--- src/hw/rtl/fully_connected_mac_engine_macros.svh ---
// ----------------------------------------------------------------------------
// Assertion macros for the fully connected MAC engine
// Shared property forms, clocked on clk and disabled while arst_n is low.
// ----------------------------------------------------------------------------
`ifndef FULLY_CONNECTED_MAC_ENGINE_MACROS_SVH
`define FULLY_CONNECTED_MAC_ENGINE_MACROS_SVH

// The consequent must hold in the same cycle as the antecedent.
`define FCME_CHECK_NOW(lbl, ante, cons, msg) \
	lbl: assert property (@(posedge clk) disable iff (!arst_n) (ante) |-> (cons)) \
		else $error(msg);

// The consequent must hold in the cycle after the antecedent.
`define FCME_CHECK_NEXT(lbl, ante, cons, msg) \
	lbl: assert property (@(posedge clk) disable iff (!arst_n) (ante) |=> (cons)) \
		else $error(msg);

`endif

--- src/hw/rtl/fcme_pkg.sv ---
// ----------------------------------------------------------------------------
// fcme_pkg
// Types and fixed widths shared by the MAC engine and its cells.
// ----------------------------------------------------------------------------
`default_nettype none

package fcme_pkg;

	localparam int VAL_W     = 16;
	localparam int ROW_W     = 4;
	localparam int COL_W     = 6;
	localparam int FEAT_W    = 4;
	localparam int ACC_W     = 40;
	localparam int IN_CNT_W  = 7;
	localparam int OUT_CNT_W = 5;
	localparam int CFG_W     = 7;
	localparam int CFG_IDX_W = 1;
	localparam int CMD_W     = 2;

	localparam logic [CFG_IDX_W-1:0] REG_IN_COUNT  = 1'b0;
	localparam logic [CFG_IDX_W-1:0] REG_OUT_COUNT = 1'b1;

	typedef enum logic [CMD_W-1:0] {
		CMD_LOAD_WEIGHT = 2'd0,
		CMD_LOAD_BIAS   = 2'd1,
		CMD_DATA        = 2'd2
	} cmd_t;

	// One slot of the shared control pipeline.
	typedef struct packed {
		logic                    dat;
		logic                    done;
		logic                    bias_wr;
		logic [ROW_W-1:0]        row;
		logic signed [VAL_W-1:0] value;
	} pipe_t;

	// A weight write broadcast to the cells.
	typedef struct packed {
		logic                    en;
		logic [ROW_W-1:0]        row;
		logic signed [VAL_W-1:0] value;
	} wld_t;

	// One place of the result shift chain.
	typedef struct packed {
		logic                    valid;
		logic signed [VAL_W-1:0] result;
		logic [FEAT_W-1:0]       feature;
		logic                    last;
	} res_t;

endpackage

`default_nettype wire

--- src/hw/rtl/fcme_cell.sv ---
// ----------------------------------------------------------------------------
// fcme_cell
// One output feature: weight column, accumulator, bias and one result slot.
// ----------------------------------------------------------------------------
`default_nettype none

module fcme_cell
	import fcme_pkg::*;
#(
	parameter int IN_MAX    = 64,
	parameter int FRAC_BITS = 8,
	parameter int IDX       = 0,
	parameter int POS_W     = 6,
	parameter int NOUT_W    = 5
) (
	input  wire logic              clk,
	input  wire logic              arst_n,
	input  wire wld_t              wld,
	input  wire logic [POS_W-1:0]  waddr,
	input  wire logic              rd_en,
	input  wire logic [POS_W-1:0]  raddr,
	input  wire pipe_t             s1,
	input  wire pipe_t             s2,
	input  wire pipe_t             s3,
	input  wire logic              adv,
	input  wire logic              load_res,
	input  wire logic              shift,
	input  wire logic [NOUT_W-1:0] nout,
	input  wire res_t              res_in,
	output res_t                   res_out
);

	localparam int PROD_W = 2 * VAL_W;
	localparam logic signed [ACC_W:0] SAT_HI = (ACC_W+1)'((2 ** (VAL_W - 1)) - 1);
	localparam logic signed [ACC_W:0] SAT_LO = -SAT_HI - (ACC_W+1)'(1);

	logic signed [VAL_W-1:0]  mem [IN_MAX];
	logic signed [VAL_W-1:0]  w_s1;
	logic signed [PROD_W-1:0] prod_s2;
	logic signed [ACC_W-1:0]  acc_q;
	logic signed [ACC_W-1:0]  fin_s3;
	logic signed [VAL_W-1:0]  bias_q;
	logic signed [ACC_W-1:0]  acc_sum;
	logic signed [ACC_W-1:0]  shifted;
	logic signed [ACC_W:0]    biased;
	logic signed [VAL_W-1:0]  sat;
	logic                     active;
	logic                     is_last;
	res_t                     res_q;

	assign active  = NOUT_W'(IDX) < nout;
	assign is_last = NOUT_W'(IDX + 1) == nout;

	assign acc_sum = acc_q + $signed({{(ACC_W - PROD_W){prod_s2[PROD_W-1]}}, prod_s2});
	assign shifted = fin_s3 >>> FRAC_BITS;
	assign biased  = $signed({shifted[ACC_W-1], shifted})
		+ $signed({{(ACC_W + 1 - VAL_W){bias_q[VAL_W-1]}}, bias_q});

	always_comb begin
		if (biased > SAT_HI) begin
			sat = SAT_HI[VAL_W-1:0];
		end else if (biased < SAT_LO) begin
			sat = SAT_LO[VAL_W-1:0];
		end else begin
			sat = biased[VAL_W-1:0];
		end
	end

	always_ff @(posedge clk) begin
		if (wld.en && (int'(wld.row) == IDX)) begin
			mem[waddr] <= wld.value;
		end
		if (rd_en) begin
			w_s1 <= mem[raddr];
		end
	end

	always_ff @(posedge clk) begin
		if (adv) begin
			prod_s2 <= $signed(s1.value) * w_s1;
			if (s2.done) begin
				fin_s3 <= acc_sum;
			end
			if (s3.bias_wr && (int'(s3.row) == IDX)) begin
				bias_q <= s3.value;
			end
		end
	end

	always_ff @(posedge clk or negedge arst_n) begin
		if (!arst_n) begin
			acc_q <= '0;
			res_q <= '0;
		end else begin
			if (adv && s2.dat) begin
				if (s2.done) begin
					acc_q <= '0;
				end else if (active) begin
					acc_q <= acc_sum;
				end
			end
			if (load_res) begin
				res_q.valid   <= active;
				res_q.result  <= sat;
				res_q.feature <= FEAT_W'(IDX);
				res_q.last    <= is_last;
			end else if (shift) begin
				res_q <= res_in;
			end
		end
	end

	assign res_out = res_q;

endmodule

`default_nettype wire

--- config.mk ---
export PLATFORM = sky130hd
export DESIGN_NAME = fcme_cell
export DESIGN_NICKNAME = d
export VERILOG_FILES = /design/src/hw/rtl/fully_connected_mac_engine_macros.svh /design/src/hw/rtl/fcme_pkg.sv /design/src/hw/rtl/fcme_cell.sv
export SDC_FILE = /design/constraint.sdc
export NUM_CORES = 2
export LEC_CHECK = 0
export BUFFER_PORTS_ARGS = -buffer_cell sky130_fd_sc_hd__buf_2
export CAP_MARGIN = 20
export CELL_PAD_IN_SITES_DETAIL_PLACEMENT = 1
export CELL_PAD_IN_SITES_GLOBAL_PLACEMENT = 1
export CORE_MARGIN = 3
export CORE_UTILIZATION = 53
export CTS_CLUSTER_SIZE = 12
export DETAILED_ROUTE_END_ITERATION = 12
export MAX_ROUTING_LAYER = met4
export PLACE_DENSITY_LB_ADDON = 0.1
export SYNTH_ARGS = -nofsm -noshare
export SYNTH_HDL_FRONTEND = slang
export SYNTH_SLANG_ARGS = --single-unit
--- constraint.sdc ---
create_clock -name clk -period 8.6 [get_ports clk]
set_clock_uncertainty 0.2 [all_clocks]
set_input_delay 1.29 -clock clk [delete_from_list [all_inputs] [get_ports clk]]
set_output_delay 1.29 -clock clk [all_outputs]
set_load 0.01 [all_outputs]
==> flow_summary.ini <==
[logic_synthesis]
synth_seq_cells = 1182
synthArstFlopShare = 0.0525
syn_avg_cell_area_um2 = 16.7
ys_seq_area_frac = 0.605
synthCells = 3475
yosysWarnings = 0
synth_nets = 4027
synth_edf_count = 1120
synth_ff_type = edfxtp_1
synth_area_um2 = 58100
synthDistinctLibCells = 74

[final_layout]
final_layout_size_suffix_gt1_frac = 0.194
final_cells = 5165
nets = 4229
final_core_util = 0.598
layout-area-overhead-vs-synth_pct = 11.1
final_area_um2 = 64600

[placed_design]
gp_congestion = 0.859
place_inst = 4944
place_area_um2 = 60600
place_ws_ns = 0.771
dp_hpwl_um = 95200
portBuffers = 126

[worst_setup_path]
crit_arrival_ns = 7.34
crit_start = s1[12]
critPathBufInv = 4
crit_required_ns = 8.79
path_common_cell = fa_1
r2r_slack_ns = 1.54
worst_setup_path_start_kind = input pin
crit_end = prod_s2[30]
path_max_fanout = 16
end_kind = register
crit_cells = 22
critPathKind = in -> reg
reg2regPathDepth = 22
path_delay_family = adder cells
r2r-start = w_s1[4]
cp_cell_sequence = buf_2, nand2_1, fa_1, fa_1, fa_1, inv_1, fa_1, fa_1, inv_1, fa_1, inv_1, ha_1, a21o_1, a211o_1, a21oi_1, o21bai_1, a41oi_1, a211o_1, o21ai_0, a21oi_1, o21ai_0, xor2_1
worstReg2RegEnd = prod_s2[30]
cp_slowest_cell = fa_1
max_stage_delay_ns = 0.54

[clock_tree]
cts_setup_buffers = 0
clock-sinks = 1182
cts_tree = yes
clk_path_buf_depth = 3
root_buffer = clkbuf_16
h-tree-depth = 3
cts_buffers = 118
clk_latency_ns = 0.73
postCtsResizedCells = 0
hold_buffers = 0
clk_pin_slew_worst_paths_ns = 0.05

[grt]
grt_pass1_vias = 34400
grt_usage = 0.270
grt_start_max_net_pins = 108
overflow = 0
grt_first_pass_wirelength_um = 220000
antenna_found_initial = 6

[timing]
period_needed_ns = 7.15
fmax_ghz = 0.140
maxSlewViolCount = 0
tightest_slew_ns = 1.11
slew_headroom = 0.260
rsz0062_at_grt = false
setup_viol = 0
tns_ns = 0
hold_violations = 0
final.period_utilization = 0.832
setup_ws_ns = 1.45
timing.hold.ws_ns = 0.298

[power]
power.leakage_nw = 23.3
report.power.total_mw = 25.4
p_per_area_nw_per_um2 = 394
ir_drop_uv = 772

[floorplanning]
die_h_um = 337
core_region_area_um2 = 108000
die_area_um2 = 114000
std_cell_rows = 120
top_level_ports = 157
fp.dieW_um = 337
start_util = 0.538

[drt]
routed_wl_um = 144000
wire_per_inst_um = 27.9
drc_errors = 0
vias = 31300
postRouteAntennaNets = 0
vias_per_cell = 6.07
drtIter0Drc = 2513
drt_first_pass_iters = 7

[job]
cap_violations = 0

[min_path]
holdCritStartpoint = acc_q[5]
hp-class = reg -> reg

[outcome]
status = finished, final reports clean
-- cell usage after synthesis (all sizes together) (3+ instances only) --
cell | n | area (um^2)
a2111oi | 3 | 45.1
a211o | 8 | 70.1
a211oi | 28 | 230
a21boi | 5 | 37.5
a21o | 32 | 240
a21oi | 90 | 462
a22o | 30 | 263
a31o | 6 | 52.6
a31oi | 18 | 113
a41oi | 3 | 26.3
and2 | 129 | 807
and3 | 14 | 87.6
buf | 42 | 173
clkbuf | 103 | 388
dfrtp | 62 | 1550
edfxtp | 1120 | 33600
fa | 264 | 5290
ha | 153 | 1910
inv | 323 | 1210
mux2i | 12 | 120
mux4 | 336 | 7570
nand2 | 188 | 706
nand2b | 17 | 106
nand3 | 29 | 145
nand3b | 11 | 82.6
nand4 | 10 | 62.6
nor2 | 124 | 465
nor2b | 23 | 144
nor3 | 22 | 110
nor3b | 3 | 22.5
nor4 | 7 | 43.8
o211ai | 7 | 52.6
o21a | 19 | 143
o21ai | 68 | 359
o21bai | 23 | 173
o311ai | 3 | 26.3
o31ai | 8 | 65.1
or3 | 18 | 113
xnor2 | 52 | 455
xor2 | 35 | 307
-- routing by layer --
metal	up-vias	track usage	wire [um]	share of wire
li1	13500	-	-	-
met3	235	0.0331	6910	0.048
met4	0	0.0731	3970	0.028
met1	16800	0.347	57000	0.40
met2	838	0.459	76000	0.53
met5	-	-	0	0
-- where the power goes --
group / total, mW / switching [mW] / internal [mW]
sequential: 7.41 / 0.206 / 7.21
combinational: 13.2 / 7.77 / 5.42
clock: 4.83 / 2.11 / 2.72
-- area by class of cell --
| type | count | area (um^2) |
|---|---|---|
| clock buffer | 163 | 3170 |
| sequential | 1182 | 35200 |
| tap | 1403 | 1760 |
| multi-input combinational | 1825 | 21200 |
| clock inverter | 37 | 438 |
| fill | 9605 | 43400 |
| antenna | 5 | 12.5 |
| timing repair buffer | 227 | 1640 |
| inverter | 323 | 1210 |
-- logic make-up after synthesis --
family          count (synthesis)  synth area share
compound gates                370            0.0436
xor+xnor                       87            0.0131
fa+ha+maj                     417             0.124
buf+inv                       468            0.0305
flops                        1182             0.605
mux                           348             0.132
simple gates                  603            0.0510
-- worst min-delay path: cells and delay by family (launching register included) --
family / cells / cell delay [ns]
AOI/OAI and AO/OA: 1 / 0.06
DFF: 1 / 0.35
and+or+nand+nor: 1 / 0.05
-- registers in the layout, summed over array words and instances (netlist names) --
| register | cells |
|---|---|
| mem | 1024 |
| acc_q | 40 |
| fin_s3 | 32 |
| prod_s2 | 32 |
| res_out | 22 |
| bias_q | 16 |
| w_s1 | 16 |
-- layout by cell type, fill, tap and decap left out, types with 119 or more instances in the layout --
cell type  netlist  routed
nor2_1         124     123
edfxtp_1      1120    1120
clkbuf_16        0     119
nand2_1        188     188
and2_1         129     129
inv_1          322     322
fa_1           264     264
mux4_2         336     336
ha_1           153     153
buf_2            6     123
-- worst min-delay path by stage --
stage                     to  slack [ns]  cells after the start
floorplan           acc_q[4]        0.25                      2
global placement    acc_q[4]        0.27                      2
detailed placement  acc_q[2]        0.28                      2
CTS                 acc_q[5]        0.30                      2
global route        acc_q[2]        0.32                      2
finish              acc_q[5]        0.30                      2
No activity file was read; power rests on OpenSTA's default activity.
